===== src/rtl/core/c2p_pkg.sv =====
`timescale 1ns / 1ps

package c2p_pkg;

   localparam int XY_W       = 16;
   localparam int DIST_W     = 16;
   localparam int ANG_W      = 17;
   // cordic x/y: input scaled by 2^16, pre-rotation negation and gain of ~1.65
   localparam int CW         = 36;
   // angle accumulator, degrees in Q.16
   localparam int ZW         = 26;
   localparam int FRAC_SHIFT = 16;
   localparam int RAD_W      = 32;
   localparam int SQRT_STEPS = 16;
   localparam int ATAN_ENTRIES = 24;

   localparam logic signed [ZW-1:0] HALF_TURN_Q16 = 26'sd11796480;
   localparam logic signed [ZW-1:0] ROUND_Q8      = 26'sd128;
   localparam logic signed [ZW-9:0] ANGLE_LIMIT   = 18'sd46080;
   localparam logic [RAD_W-1:0]     DIST_LIMIT    = 32'd46341;

   localparam logic signed [ZW-1:0] ATAN_Q16 [ATAN_ENTRIES] = '{
      26'sd2949120, 26'sd1740967, 26'sd919879, 26'sd466945,
      26'sd234379,  26'sd117304,  26'sd58666,  26'sd29335,
      26'sd14668,   26'sd7334,    26'sd3667,   26'sd1833,
      26'sd917,     26'sd458,     26'sd229,    26'sd115,
      26'sd57,      26'sd29,      26'sd14,     26'sd7,
      26'sd4,       26'sd2,       26'sd1,      26'sd0
   };

   typedef struct packed {
      logic signed [CW-1:0] cx;
      logic signed [CW-1:0] cy;
      logic signed [ZW-1:0] z;
      logic [RAD_W-1:0]     rem;
      logic [RAD_W-1:0]     root;
   } c2p_data_type;

endpackage


===== src/rtl/core/c2p_cell.sv =====
`timescale 1ns / 1ps

module c2p_cell #(
   parameter int STAGE      = 0,
   parameter int ROT_STAGES = 16
) (
   input  logic                  clock,
   input  logic                  reset,
   input  logic                  up_valid,
   output logic                  up_ready,
   input  c2p_pkg::c2p_data_type up_data,
   output logic                  dn_valid,
   input  logic                  dn_ready,
   output c2p_pkg::c2p_data_type dn_data
);
   import c2p_pkg::*;

   localparam bit DO_ROT  = STAGE < ROT_STAGES;
   localparam bit DO_ROOT = STAGE < SQRT_STEPS;
   localparam int BIT_POS = DO_ROOT ? (RAD_W - 2 - 2 * STAGE) : 0;
   localparam logic [RAD_W-1:0] ROOT_BIT = DO_ROOT ? (RAD_W'(1) << BIT_POS) : '0;
   localparam logic signed [ZW-1:0] ATAN_STEP = ATAN_Q16[STAGE];

   logic         valid_ff;
   c2p_data_type data_ff;

   c2p_data_type         data_in;
   logic signed [CW-1:0] sh_x, sh_y;
   logic [RAD_W:0]       trial;

   assign up_ready = ~valid_ff | dn_ready;

   always_comb begin
      data_in = up_data;
      sh_x    = up_data.cx >>> STAGE;
      sh_y    = up_data.cy >>> STAGE;
      trial   = {1'b0, up_data.root} + {1'b0, ROOT_BIT};

      // a residual y of exactly zero leaves the vector where it is
      if (DO_ROT && up_data.cy != '0) begin
         if (!up_data.cy[CW-1]) begin
            data_in.cx = up_data.cx + sh_y;
            data_in.cy = up_data.cy - sh_x;
            data_in.z  = up_data.z + ATAN_STEP;
         end else begin
            data_in.cx = up_data.cx - sh_y;
            data_in.cy = up_data.cy + sh_x;
            data_in.z  = up_data.z - ATAN_STEP;
         end
      end

      if (DO_ROOT) begin
         if ({1'b0, up_data.rem} >= trial) begin
            data_in.rem  = up_data.rem - trial[RAD_W-1:0];
            data_in.root = (up_data.root >> 1) + ROOT_BIT;
         end else begin
            data_in.root = up_data.root >> 1;
         end
      end
   end

   always_ff @(posedge clock) begin
      if (reset) begin
         valid_ff <= 1'b0;
      end else if (up_ready) begin
         valid_ff <= up_valid;
      end
   end

   always_ff @(posedge clock) begin
      if (up_ready && up_valid) begin
         data_ff <= data_in;
      end
   end

   assign dn_valid = valid_ff;
   assign dn_data  = data_ff;

endmodule


===== config.mk =====
export PLATFORM = sky130hd
export DESIGN_NAME = c2p_cell
export DESIGN_NICKNAME = d
export VERILOG_FILES = /design/src/rtl/core/c2p_pkg.sv /design/src/rtl/core/c2p_cell.sv
export SDC_FILE = /design/constraint.sdc
export NUM_CORES = 1
export LEC_CHECK = 0
export BUFFER_PORTS_ARGS = -buffer_cell sky130_fd_sc_hd__buf_2
export CORE_ASPECT_RATIO = 0.8
export CORE_UTILIZATION = 29
export CTS_BUF_LIST = sky130_fd_sc_hd__clkbuf_4 sky130_fd_sc_hd__clkbuf_8
export CTS_CLUSTER_DIAMETER = 30
export CTS_CLUSTER_SIZE = 8
export DETAILED_ROUTE_END_ITERATION = 6
export PLACE_DENSITY_LB_ADDON = 0.3
export SKIP_CTS_REPAIR_TIMING = 1
export SYNTH_ARGS = -nofsm -noshare
export SYNTH_HDL_FRONTEND = slang
export SYNTH_SLANG_ARGS = --single-unit

===== constraint.sdc =====
create_clock -name clock -period 8.45 [get_ports clock]
set_input_delay 0 -clock clock [delete_from_list [all_inputs] [get_ports clock]]
set_output_delay 0 -clock clock [all_outputs]
set_load 0.005 [all_outputs]

==> results_dict.tcl <==
set metrics [dict create \
    outcome "completed" \
    cp.required_ns 8.78 \
    layout_setup_ws_ns 4.73 \
    p_sw_frac 0.378 \
    pre_cts_ws_ns 4.64 \
    dr.pass1.iters 7 \
    viasPerCell 5.23 \
    clockBufferDepth 2 \
    globalplace.congestion 0.949 \
    ys_seq_area_frac 0.330 \
    cts_root_buf "clkbuf_8" \
    yosysWarnings 0 \
    setup_violations 0 \
    syn_inst 1679 \
    synth_ff_type "edfxtp_1" \
    powerDensity_nw_per_um2 147 \
    post-route-min-period_ns 3.72 \
    cts_sinks 163 \
    holdCritStartpoint "up_data[158]" \
    reg2reg_depth 3 \
    cp-start-kind "input port" \
    vias 14500 \
    core_um2 50100 \
    antenna_found_initial 5 \
    met2RoutedLength_mm 24.4 \
    wl_met3_mm 4.11 \
    yosysMostFrequentCell "a21oi_1" \
    cp_data_arrival_time_ns 4.05 \
    synth-edff-count 162 \
    ant_nets 0 \
    die_x_um 255 \
    fmax_mhz 269 \
    grt_max_degree 80 \
    cts_tree "built" \
    num_rows 73 \
    dpl.cell_count 2613 \
    ios 330 \
    syn-num-nets 2000 \
    nNetsFinal 2404 \
    synth_area_leaders "edfxtp_1, ha_1, a21oi_1" \
    hold_path_class "in2reg" \
    hold_end "dn_data[158]" \
    p_seq_frac 0.376 \
    drv_cap 0 \
    wl_met1_mm 25.4 \
    setup_tns_ns 0 \
    slew_headroom 0.185 \
    grt_usage 0.204 \
    grt_pass1_vias 13300 \
    syn_to_final_growth_pct 26.4 \
    post_dp_cell_area_um2 17000 \
    switchingPower_mw 1.04 \
    ys_ff_latch 163 \
    intPower_mw 1.71 \
    combPwrFrac 0.374 \
    p_leak_nw 8.11 \
    die_area_um2 51900 \
    r2r-end "dn_data[103]" \
    wl_per_cell_um 19.9 \
    total_power_mw 2.75 \
    die-height_um 204 \
    peakVddDrop_mv 0.122 \
    drtIter0Drc 1272 \
    rsz0062_at_grt "false" \
    yosys.area.top_type_share 0.329 \
    grt_overflow 0 \
    skew_ns 0.0218 \
    cp_max_fo 12 \
    avgSynthCellArea_um2 8.81 \
    highest_layer "met5" \
    drt_wl_total_mm 55.1 \
    final_hold_viol_count 0 \
    setup.worst_path.end_class "flip-flop" \
    slew_violations 0 \
    hold_depth 5 \
    async_flop_share 0 \
    final_area_um2 18700 \
    worst_pin_slew_ns 1.21 \
    htreeDepth 4 \
    grt_pass1_wl_mm 79.4 \
    numCtsBuffers 17 \
    clk_pin_slew_ns 0.11 \
    r2r_start "dn_valid" \
    drc_errors 0 \
    drive_gt1_frac 0.202 \
    ff2ff_setup_slack_ns 6.09 \
    final_cells 2773 \
    clock_latency_ns 0.57 \
    synth_commonest_cells "a21oi_1, edfxtp_1, inv_1, ha_1, nor2_1" \
    initial_core_util 0.296 \
    synth_top_area_cell "edfxtp_1" \
    dp_hpwl_mm 42.2 \
    port_buffers 329 \
    critPathKind "in2reg" \
    clockPowerShare 0.251 \
    synth_area_um2 14800 \
    synthDistinctLibCells 87 \
    period_share 0.440 \
]
==> cells by family after synthesis <==
group,count (synthesis),synth area share
AOI/OAI and AO/OA,535,0.233
xor gates and xnor gates,97,0.0574
adders and majority gates,155,0.134
buffers and inverters,233,0.0636
DFF,163,0.330
muxes,54,0.0398
and+or+nand+nor,442,0.142
==> power groups by stage <==
stage | clock network (mW) | logic (mW) | registers, mW
final | 0.691 | 1.03 | 1.04
after CTS | 0.723 | 0.971 | 1.04
after detailed placement | 0 | 0.965 | 1.05
after global routing | 0.742 | 1.12 | 1.04
after floorplan | 0 | 0.610 | 1.07
after global placement | 0 | 0.960 | 1.05
==> worst max path at each step <==
stage,from,end,slack (ns),cells after the start
finish,up_data[132],dn_data[159],4.73,12
global route,up_data[132],dn_data[159],4.64,12
CTS,up_data[125],dn_data[89],5.29,13
detailed placement,up_data[125],dn_data[89],4.64,13
global placement,up_data[125],dn_data[89],4.64,13
floorplan,dn_valid,dn_data[0],3.75,2
==> registers in the layout (all words and copies together) (netlist names) <==
| name | count |
|---|---|
| dn_valid | 1 |
| dn_data | 162 |
==> critical path: stages <==
cell and delay, ns:
dlygate4sd3_1 0.55, buf_2 0.15, ha_1 0.43, nor2b_1 0.28
o311ai_0 0.17, a21oi_1 0.51, o21ai_2 0.21, o31ai_1 0.77
a311oi_1 0.28, xnor2_1 0.31, o211ai_1 0.11, a22o_1 0.26
==> per-stage QoR <==
| stage | util | hold slack (ns) |
|---|---|---|
| global placement | 0.339 | 0.157 |
| global route | 0.373 | 0.0109 |
| finish | 0.373 | 0.000570 |
| CTS | 0.348 | -0.492 |
| floorplan | - | 0.0691 |
| detailed placement | 0.339 | 0.162 |
==> cells in the final DEF, fill, tap and decap left out, types with 34 or more instances in the layout <==
cell type	n
buf_2	329
nand3_1	34
a21o_1	39
a21oi_1	172
nand2_1	106
ha_1	150
dlygate4sd3_1	126
xnor2_1	73
o21ai_0	108
nor3_1	36
nor2_1	137
inv_1	150
edfxtp_1	162
==> area by class of cell <==
type	count	area [µm²]
multi-input combinational	1283	8970
fill	5198	31400
antenna	2	5.00
inverter	156	586
timing repair buffer	462	2960
clock buffer	17	234
sequential	163	4880
tap	675	845
clock inverter	15	206
==> per-layer routing <==
layer | track usage | up-vias
met5 | 0 | -
met3 | 0.0441 | 62
met4 | 0.0665 | 6
met2 | 0.309 | 570
met1 | 0.286 | 6960
li1 | - | 6894
Note: power is estimated with default switching activity, not from simulation.
