### src/rtl/core/c2p_pkg.sv
`timescale 1ns / 1ps

package c2p_pkg;

   localparam int XY_W       = 16;
   localparam int DIST_W     = 16;
   localparam int ANG_W      = 17;
   // cordic x/y: input scaled by 2^16, pre-rotation negation and gain of ~1.65
   localparam int CW         = 36;
   // angle accumulator, degrees in Q.16
   localparam int ZW         = 26;
   localparam int FRAC_SHIFT = 16;
   localparam int RAD_W      = 32;
   localparam int SQRT_STEPS = 16;
   localparam int ATAN_ENTRIES = 24;

   localparam logic signed [ZW-1:0] HALF_TURN_Q16 = 26'sd11796480;
   localparam logic signed [ZW-1:0] ROUND_Q8      = 26'sd128;
   localparam logic signed [ZW-9:0] ANGLE_LIMIT   = 18'sd46080;
   localparam logic [RAD_W-1:0]     DIST_LIMIT    = 32'd46341;

   localparam logic signed [ZW-1:0] ATAN_Q16 [ATAN_ENTRIES] = '{
      26'sd2949120, 26'sd1740967, 26'sd919879, 26'sd466945,
      26'sd234379,  26'sd117304,  26'sd58666,  26'sd29335,
      26'sd14668,   26'sd7334,    26'sd3667,   26'sd1833,
      26'sd917,     26'sd458,     26'sd229,    26'sd115,
      26'sd57,      26'sd29,      26'sd14,     26'sd7,
      26'sd4,       26'sd2,       26'sd1,      26'sd0
   };

   typedef struct packed {
      logic signed [CW-1:0] cx;
      logic signed [CW-1:0] cy;
      logic signed [ZW-1:0] z;
      logic [RAD_W-1:0]     rem;
      logic [RAD_W-1:0]     root;
   } c2p_data_type;

endpackage

### src/rtl/core/c2p_front.sv
`timescale 1ns / 1ps

module c2p_front (
   input  logic                            clock,
   input  logic                            reset,
   input  logic                            up_valid,
   output logic                            up_ready,
   input  logic signed [c2p_pkg::XY_W-1:0] x_coord,
   input  logic signed [c2p_pkg::XY_W-1:0] y_coord,
   output logic                            dn_valid,
   input  logic                            dn_ready,
   output c2p_pkg::c2p_data_type           dn_data
);
   import c2p_pkg::*;

   logic                        sq_valid_ff;
   logic [RAD_W-2:0]            sq_x_ff, sq_y_ff;
   logic signed [CW-1:0]        cx_ff, cy_ff;
   logic signed [ZW-1:0]        z_ff;
   logic                        sum_valid_ff;
   c2p_data_type                sum_data_ff;

   logic                        sq_ready;
   logic signed [2*XY_W-1:0]    sq_x_in, sq_y_in;
   logic signed [CW-1:0]        cx_in, cy_in;
   logic signed [ZW-1:0]        z_in;
   c2p_data_type                sum_data_in;

   assign sq_ready = ~sum_valid_ff | dn_ready;
   assign up_ready = ~sq_valid_ff | sq_ready;

   always_comb begin
      sq_x_in = x_coord * x_coord;
      sq_y_in = y_coord * y_coord;
      cx_in   = CW'(x_coord) <<< FRAC_SHIFT;
      cy_in   = CW'(y_coord) <<< FRAC_SHIFT;
      z_in    = '0;
      // left half plane: turn the point by a half turn, start the angle at +/-180
      if (x_coord[XY_W-1]) begin
         cx_in = -cx_in;
         cy_in = -cy_in;
         z_in  = y_coord[XY_W-1] ? -HALF_TURN_Q16 : HALF_TURN_Q16;
      end
   end

   always_comb begin
      sum_data_in.cx   = cx_ff;
      sum_data_in.cy   = cy_ff;
      sum_data_in.z    = z_ff;
      sum_data_in.rem  = {1'b0, sq_x_ff} + {1'b0, sq_y_ff};
      sum_data_in.root = '0;
   end

   always_ff @(posedge clock) begin
      if (reset) begin
         sq_valid_ff  <= 1'b0;
         sum_valid_ff <= 1'b0;
      end else begin
         if (up_ready) sq_valid_ff <= up_valid;
         if (sq_ready) sum_valid_ff <= sq_valid_ff;
      end
   end

   always_ff @(posedge clock) begin
      if (up_ready && up_valid) begin
         sq_x_ff <= sq_x_in[RAD_W-2:0];
         sq_y_ff <= sq_y_in[RAD_W-2:0];
         cx_ff   <= cx_in;
         cy_ff   <= cy_in;
         z_ff    <= z_in;
      end
      if (sq_ready && sq_valid_ff) begin
         sum_data_ff <= sum_data_in;
      end
   end

   assign dn_valid = sum_valid_ff;
   assign dn_data  = sum_data_ff;

endmodule

### config.mk
export PLATFORM = sky130hd
export DESIGN_NAME = c2p_front
export DESIGN_NICKNAME = d
export VERILOG_FILES = /design/src/rtl/core/c2p_pkg.sv /design/src/rtl/core/c2p_front.sv
export SDC_FILE = /design/constraint.sdc
export NUM_CORES = 1
export LEC_CHECK = 0
export BUFFER_PORTS_ARGS = -buffer_cell sky130_fd_sc_hd__buf_2
export CAP_MARGIN = 20
export CORE_AREA = 2 2 267 269
export DETAILED_ROUTE_END_ITERATION = 10
export DIE_AREA = 0 0 269 271
export SETUP_SLACK_MARGIN = 0.4
export SYNTH_ARGS = -nofsm -noshare
export SYNTH_HDL_FRONTEND = slang
export SYNTH_SLANG_ARGS = --single-unit
### constraint.sdc
create_clock -name clock -period 14.3 [get_ports clock]
set_input_delay 3.575 -clock clock [delete_from_list [all_inputs] [get_ports clock]]
set_output_delay 3.575 -clock clock [all_outputs]
set_load 0.005 [all_outputs]
==> flow_summary_export.csv, run 1 <==
group,metric,value,unit
timing,max_slew.worst_pin.slew,1.05,ns
clock_tree,cts_max_level,4,
floorplanning,core-area,69800,µm²
clock_tree,clock-sinks,178,
synthesis,synth_top_area_frac,0.359,
timing,max_clock_freq,0.0960,GHz
route,drt_iter0_drc,734,
timing,rsz0062_at_grt,"false",
route,drtPass1Iterations,5,
clock_tree,numCtsBuffers,17,
clock_tree,clockBufferDepth,2,
timing,report.final.slew_viol_count,0,
synthesis,synthFlopType,"edfxtp_1",
final_layout,diodes,0,
critical_path,worstSetupStartpoint,"y_coord[15]",
floorplanning,num_rows,97,
synthesis,syn_area_per_cell,10.1,µm²
synthesis,synth_warnings,0,
placed_design,post-place-ws,3.34,ns
timing,slew_headroom,0.297,
critical_path,cp_common_cell,"fa_1",
floorplanning,pin_count,200,
floorplanning,die_x,269,µm
synthesis,synth_top_cell_by_area,"fa_1",
synthesis,async_flop_share,0,
clock_tree,cts_tree,"done",
floorplanning,dieArea,72900,µm²
critical_path,r2r_start,"sq_y_ff[2]$_DFFE_PP_",
route,dr_total_vias,16600,
critical_path,critical_path_arrival,10.63,ns
timing,post-route-worst-setup-slack,3.88,ns
floorplanning,die_height,271,µm
global_routing,grt_pass1_wl,88900,µm
final_layout,drive_gt1_frac,0.0712,
timing,finalSetupViolations,0,
synthesis,ys_types,77,
synthesis,synth_edf_count,176,
clock_tree,cts_setup_buffers,0,
critical_path,crit_fanout,19,
route,wirelength,53900,µm
timing,finalHoldViolations,0,
clock_tree,clk_latency,0.49,ns
critical_path,critical_path.max_stage_delay,0.66,ns
timing,period_minus_slack,10.42,ns
synthesis,synth-seq-cells,178,
global_routing,grt_use_total,0.158,
final_layout,nets,3331,
critical_path,critPathSlowestCell,"clkinv_1",
placed_design,gp_congestion,0.844,
timing,whs,0.410,ns
final_layout,multiInputGateArea,17300,µm²
timing,fin_worst_skew,0.0196,ns
clock_tree,path_clk_slew,0.08,ns
placed_design,post-dp-hpwl,44200,µm
clock_tree,hold_buffers,0,
synthesis,synth_most_common_cell,"inv_1",
route,drcViolationCount,0,
critical_path,crit_chain,"buf_2 -> clkinv_1 -> nor2_1 -> fa_1 -> inv_1 -> fa_1 -> inv_1 -> fa_1 -> fa_1 -> fa_1 -> inv_1 -> fa_1 -> inv_1 -> ha_1 -> a21o_1 -> a21o_1 -> a21o_1 -> o21bai_1 -> and3_1 -> a21oi_1 -> o211ai_1 -> a2111oi_1 -> a311oi_1",
route,wl_per_cell,15.1,µm
critical_path,crit_required,14.51,ns
route,ant_nets,0,
synthesis,yosys-top-cells-count,"665 x inv_1, 461 x fa_1, 207 x ha_1, 195 x nand2_1, 176 x edfxtp_1",
final_layout,fill_cells,6955,
floorplanning,start_util,0.369,
job,drv_cap,0,
hold_path,min_path_type,"reg2reg",
clock_tree,cts_resized,0,
global_routing,grt_pass1_vias,17300,
synthesis,synth_area_leaders,"fa_1 36%, edfxtp_1 21%, ha_1 10%",
synthesis,synthCells,2552,
final_layout,final-seq-area,5330,µm²
global_routing,antenna_found_initial,1,
critical_path,critPathKind,"in2reg",
clock_tree,clockRootBuffer,"clkbuf_16",
global_routing,grt_max_degree,77,
route,via_per_inst,4.63,
status,status,"completed",
hold_path,hp-start,"cy_ff[21]$_DFFE_PP_",
synthesis,ys_seq_area_frac,0.207,
timing,finalCritPeriodShare,0.729,
critical_path,cp-end-kind,"flop",
global_routing,grt-ovfl-total,0,
final_layout,area_growth,6.95,%
placed_design,port_buffers,117,
critical_path,startpoint_type,"input pin",
timing,finalSetupTns,0,ns
synthesis,synth_area,25700,µm²
[per-layer routing]
metal / vias up / global-route usage / routed length, µm
met5: - / 0 / 0
met2: 316 / 0.267 / 26800
met3: 54 / 0.0255 / 2150
met1: 8409 / 0.213 / 24100
met4: 0 / 0.0339 / 813
li1: 7793 / - / -
[per-stage QoR]
step	area, µm²	util	instances
floorplan	26100	-	2637
global placement	27000	0.386	3548
detailed placement	27000	0.386	3548
CTS	27500	0.394	3580
global route	27500	0.394	3580
finish	27500	0.394	3580
[worst max-delay path: cells and delay by family]
| family | cells | cell delay (ns) |
|---|---|---|
| AO/OA/AOI/OAI | 8 | 1.47 |
| adder cells (fa/ha/maj) | 7 | 3.35 |
| buffers and inverters | 6 | 1.54 |
| AND/OR/NAND/NOR | 2 | 0.68 |
[cells by family after synthesis]
| family | share of synthesized area |
|---|---|
| AO/OA/AOI/OAI | 0.0662 |
| other | 0.000146 |
| flip-flops | 0.207 |
| buffers and inverters | 0.133 |
| XOR/XNOR | 0.0446 |
| AND/OR/NAND/NOR | 0.0888 |
| multiplexers | 0.00126 |
| adder cells (fa/ha/maj) | 0.459 |
[layout by cell type, fill, tap and decap left out, types with 4 or more instances in the layout]
cell,n
ha_1,207
a21oi_2,5
or2_2,5
a31oi_1,8
nand2_1,195
a31o_2,7
or3_1,5
inv_1,665
o21ai_1,6
clkbuf_16,17
nand3_1,19
clkinv_1,10
a211oi_1,4
xor2_1,26
o21bai_1,12
xnor2_1,105
and3_1,11
edfxtp_1,176
nor2_1,133
a21oi_1,59
conb_1,86
inv_8,4
and2_1,54
o211ai_1,5
nand4_1,8
buf_2,117
a21o_1,32
o21ai_0,47
fa_1,461
o21a_1,12
nor2b_1,14
o31ai_1,7
nand2b_1,15
o2111ai_1,4
nor3_1,22
inv_6,4
[registers in the layout, indices dropped and copies added, names as in the netlist]
name / count
sq_valid_ff: 1
z_ff: 3
dn_data: 75
sq_x_ff: 30
cx_ff: 19
cy_ff: 19
sq_y_ff: 30
dn_valid: 1
[worst paths after layout]
path                            end  slack (ns)  depth (start not counted)
min reg2reg  dn_data[111]$_DFFE_PP_        0.41                          0
min          dn_data[111]$_DFFE_PP_        0.41                          0
max reg2reg   dn_data[62]$_DFFE_PP_       10.82                         12
max           sq_y_ff[30]$_DFFE_PP_        3.88                         23
[layout make-up]
type                            count  share of cell area
Tap cell                          940              0.0427
Sequential cell                   178               0.193
Timing Repair Buffer              120              0.0221
Clock inverter                     14             0.00486
Clock buffer                       18              0.0156
Multi-Input combinational cell   1634               0.629
Inverter                          676              0.0922
Power of run 1 is left out: the tool's default activity adds up to more than one toggle a clock period on the data nets, which glitch-free logic cannot reach.
==> inputs of run 2 (changes only) <==
--- a/config.mk
+++ b/config.mk
@@ -5,11 +5,12 @@
 export SDC_FILE = /design/constraint.sdc
 export NUM_CORES = 1
 export LEC_CHECK = 0
+export ABC_AREA = 1
 export BUFFER_PORTS_ARGS = -buffer_cell sky130_fd_sc_hd__buf_2
 export CAP_MARGIN = 20
-export CORE_AREA = 2 2 267 269
+export CORE_AREA = 2 2 278 280
 export DETAILED_ROUTE_END_ITERATION = 10
-export DIE_AREA = 0 0 269 271
+export DIE_AREA = 0 0 280 282
 export SETUP_SLACK_MARGIN = 0.4
 export SYNTH_ARGS = -nofsm -noshare
 export SYNTH_HDL_FRONTEND = slang
==> constraint.sdc (replaced) <==
create_clock -name clock -period 10.5 [get_ports clock]
set_input_delay 2.625 -clock clock [delete_from_list [all_inputs] [get_ports clock]]
set_output_delay 2.625 -clock clock [all_outputs]
set_load 0.005 [all_outputs]
==> flow_summary_export.csv, run 2 <==
group,metric,value,unit
job,drv_cap,0,
clock_tree,clock-sinks,178,
synthesis,synth_top_cell_by_area,"fa_1",
global_routing,grt_max_degree,63,
clock_tree,clk_latency,0.50,ns
critical_path,r2r_slack,8.20,ns
route,wl_per_cell,15.0,µm
synthesis,synth_top_area_frac,0.332,
clock_tree,hold_buffers,0,
final_layout,area_growth,6.63,%
route,wirelength,64400,µm
critical_path,worstSetupStartpoint,"x_coord[4]",
placed_design,post-dp-hpwl,54100,µm
floorplanning,pin_count,200,
floorplanning,die_x,280,µm
critical_path,critPathKind,"in2reg",
critical_path,cp-end-kind,"flop",
critical_path,r2r_start,"dn_valid$_SDFFE_PP0P_",
synthesis,syn_area_per_cell,8.59,µm²
clock_tree,clockRootBuffer,"clkbuf_16",
synthesis,async_flop_share,0,
clock_tree,cts_resized,0,
synthesis,yosys-top-cells-count,"925 x inv_1, 667 x nand2_1, 461 x fa_1, 207 x ha_1, 176 x edfxtp_1",
route,dr_total_vias,19800,
synthesis,synth_edf_count,176,
clock_tree,cts_setup_buffers,0,
synthesis,synth_area,27800,µm²
placed_design,gp_congestion,0.907,
clock_tree,clockBufferDepth,2,
global_routing,antenna_found_initial,2,
timing,period_minus_slack,8.33,ns
synthesis,synthCells,3241,
global_routing,grt_use_total,0.172,
final_layout,nets,4014,
synthesis,synth_area_leaders,"fa_1 33%, edfxtp_1 19%, inv_1 12%",
final_layout,post-route-util,0.392,
timing,finalHoldViolations,0,
clock_tree,cts_tree,"done",
floorplanning,start_util,0.368,
final_layout,final_common_cell,"inv_1",
critical_path,crit_required,10.76,ns
clock_tree,cts_max_level,4,
timing,finalSetupTns,0,ns
floorplanning,num_rows,101,
synthesis,synthFlopType,"edfxtp_1",
route,drtPass1Iterations,5,
route,via_per_inst,4.61,
final_layout,largest_reg_flops,75,
clock_tree,numCtsBuffers,17,
hold_path,min_path_type,"reg2reg",
critical_path,reg2reg_to,"cx_ff[25]$_DFFE_PP_",
timing,max_clock_freq,0.120,GHz
floorplanning,die_height,282,µm
global_routing,grt-ovfl-total,0,
final_layout,layout_common_cells,"924 x inv_1, 667 x nand2_1, 461 x fa_1",
placed_design,port_buffers,117,
critical_path,crit_fanout,21,
timing,slew_headroom,0.412,
floorplanning,core-area,75700,µm²
final_layout,diodes,0,
status,status,"completed",
timing,finalCritPeriodShare,0.794,
route,drt_iter0_drc,1200,
critical_path,crit_end,"sq_x_ff[30]$_DFFE_PP_",
timing,finalSetupViolations,0,
timing,report.final.slew_viol_count,0,
route,drcViolationCount,0,
synthesis,synth-seq-cells,178,
timing,fin_worst_skew,0.0112,ns
global_routing,grt_pass1_wl,107000,µm
synthesis,ys_seq_area_frac,0.191,
floorplanning,dieArea,79000,µm²
timing,rsz0062_at_grt,"false",
synthesis,synth_most_common_cell,"inv_1",
synthesis,ys_types,46,
critical_path,startpoint_type,"input pin",
critical_path,reg2reg_depth,4,
final_layout,drive_gt1_frac,0.0707,
critical_path,critical_path_arrival,8.59,ns
route,ant_nets,0,
global_routing,grt_pass1_vias,20300,
timing,max_slew.worst_pin.slew,0.882,ns
clock_tree,path_clk_slew,0.08,ns
synthesis,synth_warnings,0,
run 2: cell types whose count changed in the layout (fill, tap and decap cells not counted), sizes merged, moves of 41 or more:
cell,delta
inv,+266
xnor2,-89
nand3,+86
nand2,+487
nand4,+41
and2,-51
xor2,+46
run 2: cells by family (layout without fill, tap and decap cells):
family	Yosys count	in the layout	synth area share
AO/OA/AOI/OAI	189	189	0.0384
AND/OR/NAND/NOR	1024	1024	0.156
adder cells (fa/ha/maj)	668	668	0.425
other	1	86	0.000135
flip-flops	178	178	0.191
buffers and inverters	1093	1090	0.162
XOR/XNOR	88	88	0.0277
run 2: routing by layer:
layer	wire length, µm	GRT usage	vias up
li1	-	-	9588
met1	30200	0.239	9708
met2	30200	0.285	475
met3	2970	0.0213	50
met4	1010	0.0415	4
met5	26	0	-
run 2: worst min-delay path by stage:
stage                        startpoint                endpoint  cells past startpoint
finish              cy_ff[23]$_DFFE_PP_  dn_data[113]$_DFFE_PP_                      0
global route        cy_ff[21]$_DFFE_PP_  dn_data[111]$_DFFE_PP_                      0
CTS                 cy_ff[23]$_DFFE_PP_  dn_data[113]$_DFFE_PP_                      0
detailed placement  cy_ff[18]$_DFFE_PP_  dn_data[108]$_DFFE_PP_                      0
global placement    cx_ff[24]$_DFFE_PP_  dn_data[150]$_DFFE_PP_                      0
floorplan           cy_ff[17]$_DFFE_PP_  dn_data[107]$_DFFE_PP_                      0
run 2: cell type report:
class	count	area, µm²
fillers	7632	46000
multi-input cells	2055	18300
flip-flops and latches	178	5330
inverters	937	3530
well taps	978	1220
repair buffers	121	616
clock buffers	17	425
clock inverters	15	225
run 2: through the flow:
step	hold slack [ns]	cell area (µm²)	instances	setup slack, ns
2_1_floorplan	0.400	28100	3326	2.08
3_3_place_gp	0.401	29000	4269	1.75
3_5_place_dp	0.405	29000	4269	1.63
4_1_cts	0.418	29700	4301	2.16
5_1_grt	0.428	29700	4301	1.72
6_report	0.419	29700	4301	2.17
run 2: critical path, stage by stage:
cell and delay, ns:
buf_2 0.43, nand2_1 0.28, fa_1 0.64, inv_1 0.08, fa_1 0.87, inv_1 0.18
fa_1 0.52, fa_1 0.49, inv_1 0.05, fa_1 0.53, inv_1 0.05, fa_1 0.52
inv_1 0.04, ha_1 0.37, nand2_1 0.14, nor2_1 0.16, nand2_1 0.09, nor3_1 0.17
nand2_1 0.10, nand3_2 0.08, inv_1 0.04, nand2_1 0.05, nand2_1 0.05
Power of run 2 is left out for the same reason.
==> inputs of run 3 (changes only) <==
==> constraint.sdc (replaced) <==
create_clock -name clock -period 6.7 [get_ports clock]
set_input_delay 1.675 -clock clock [delete_from_list [all_inputs] [get_ports clock]]
set_output_delay 1.675 -clock clock [all_outputs]
set_load 0.005 [all_outputs]
==> flow_summary_export.csv, run 3 (synthesized netlist as in run 2, its figures left out) <==
group,metric,value,unit
timing,max_clock_freq,0.158,GHz
final_layout,area_growth,22.6,%
floorplanning,dieArea,79000,µm²
hold_path,hold_depth,0,
final_layout,fin_area,34100,µm²
global_routing,grt-busiest-layer,"met2",
final_layout,fill_cells,7292,
timing,finalSetupViolations,0,
final_layout,drive_gt1_frac,0.238,
route,drtPass1Iterations,5,
floorplanning,num_rows,101,
hold_path,min_to,"dn_data[158]$_DFFE_PP_",
global_routing,antenna_found_initial,0,
final_layout,final-seq-area,5330,µm²
status,status,"completed",
timing,fin_worst_skew,0.0150,ns
global_routing,use_met3,0.0257,
placed_design,post-dp-hpwl,60300,µm
placed_design,gp_congestion,0.921,
critical_path,r2r_slack,4.41,ns
floorplanning,die_x,280,µm
route,drcViolationCount,0,
clock_tree,cts_tree,"done",
floorplanning,die_height,282,µm
critical_path,cp-end-kind,"flop",
clock_tree,cts_max_level,4,
timing,max_slew.worst_pin.slew,0.898,ns
timing,slew_headroom,0.402,
route,dr_total_vias,21100,
global_routing,grt_pass1_wl,114000,µm
global_routing,grt_use_total,0.184,
route,wirelength,70500,µm
critical_path,startpoint_type,"input pin",
timing,period_minus_slack,6.32,ns
floorplanning,core-area,75700,µm²
global_routing,grt_pass1_vias,21800,
critical_path,critical_path_arrival,6.55,ns
final_layout,final_common_cell,"inv_1",
final_layout,layout_common_cells,"871 x inv_1, 580 x nand2_1, 435 x fa_1",
global_routing,grtUsageMet2,0.307,
placed_design,dpl_cell_area,32200,µm²
route,via_per_inst,4.55,
final_layout,nets,4356,
global_routing,grt_use_met1,0.262,
critical_path,reg2reg_depth,9,
critical_path,crit_fanout,5,
floorplanning,pin_count,200,
clock_tree,path_clk_slew,0.07,ns
clock_tree,clockBufferDepth,2,
placed_design,port_buffers,117,
job,drv_cap,0,
hold_path,min_path_type,"reg2reg",
timing,finalHoldViolations,0,
clock_tree,clockRootBuffer,"clkbuf_16",
route,ant_nets,0,
floorplanning,start_util,0.368,
final_layout,multiInputGateArea,19800,µm²
global_routing,grt_max_degree,59,
clock_tree,clk_latency,0.49,ns
critical_path,reg2reg_to,"dn_data[56]$_DFFE_PP_",
critical_path,critPathKind,"in2reg",
critical_path,r2r_start,"sq_y_ff[2]$_DFFE_PP_",
final_layout,largest_reg_flops,75,
critical_path,crit_required,6.93,ns
clock_tree,hold_buffers,0,
timing,finalSetupTns,0,ns
route,wl_per_cell,15.2,µm
hold_path,hp-start,"cx_ff[32]$_SDFFCE_PN0P_",
timing,rsz0062_at_grt,"true",
route,drt_iter0_drc,1022,
global_routing,grt-ovfl-total,0,
timing,report.final.slew_viol_count,0,
clock_tree,numCtsBuffers,17,
timing,finalCritPeriodShare,0.943,
clock_tree,clock-sinks,178,
-- run 3: cell count changes in the layout (fill, tap and decap cells not counted), moves of 25 or more --
cell     change
nand2_1     -87
ha_1        -38
nand2_2     +63
fa_2        +26
fa_1        -26
buf_2       -27
ha_4        +38
inv_2       +47
buf_6       +25
buf_4      +322
a21oi_1     -33
nor2_1      -34
inv_1       -53
-- run 3: cell type report --
class,instances,area share
multi-input combinational,2055,0.581
sequential,178,0.156
timing repair buffer,463,0.107
inverter,937,0.104
tap,978,0.0359
clock buffer,18,0.0126
clock inverter,14,0.00418
antenna,1,0.0000734
-- run 3: how the worst max path moves through the flow --
stage | start | cells after the start | slack (ns) | end
floorplan | x_coord[15] | 25 | -0.03 | sq_x_ff[30]$_DFFE_PP_
global placement | x_coord[2] | 23 | -0.21 | sq_x_ff[26]$_DFFE_PP_
detailed placement | x_coord[15] | 24 | -0.23 | sq_x_ff[30]$_DFFE_PP_
CTS | x_coord[10] | 24 | 0.37 | sq_x_ff[29]$_DFFE_PP_
global route | x_coord[15] | 24 | 0.21 | sq_x_ff[26]$_DFFE_PP_
finish | x_coord[15] | 24 | 0.38 | sq_x_ff[26]$_DFFE_PP_
-- run 3: repair_timing --
| item | CTS | global route |
|---|---|---|
| cloned | 2 | 3 |
| setup endpoints to repair | 17 | 40 |
| gates resized for setup | 29 | 264 |
| pin swaps | 20 | 113 |
| buffers inserted | 5 | 26 |
-- run 3: critical path: stages --
cell and delay (ns):
buf_12 0.12, buf_16 0.14, nand2_2 0.08, inv_2 0.04, fa_2 0.49, buf_6 0.15
fa_1 0.50, inv_1 0.05, fa_1 0.51, inv_2 0.04, fa_1 0.49, fa_1 0.49
inv_1 0.05, fa_1 0.49, inv_2 0.04, ha_4 0.30, nand2_4 0.07, nor2_4 0.12
inv_2 0.06, buf_12 0.12, nor3_4 0.21, nand3_2 0.12, nand4_1 0.09, nand2_1 0.07
-- run 3: per-stage QoR --
stage | hold slack [ns] | std cells | util | setup slack, ns
CTS | 0.422 | 4614 | 0.436 | 0.371
global placement | 0.402 | 4575 | 0.426 | -0.209
finish | 0.421 | 4644 | 0.451 | 0.382
detailed placement | 0.405 | 4575 | 0.426 | -0.233
global route | 0.428 | 4643 | 0.451 | 0.207
floorplan | 0.400 | 3326 | - | -0.0303
-- run 3: per-layer routing --
metal / part of all wire / wire length (µm)
met5: 0 / 0
met4: 0.0091 / 645
met3: 0.049 / 3440
met2: 0.46 / 32700
met1: 0.48 / 33700
Power of run 3 is left out for the same reason.
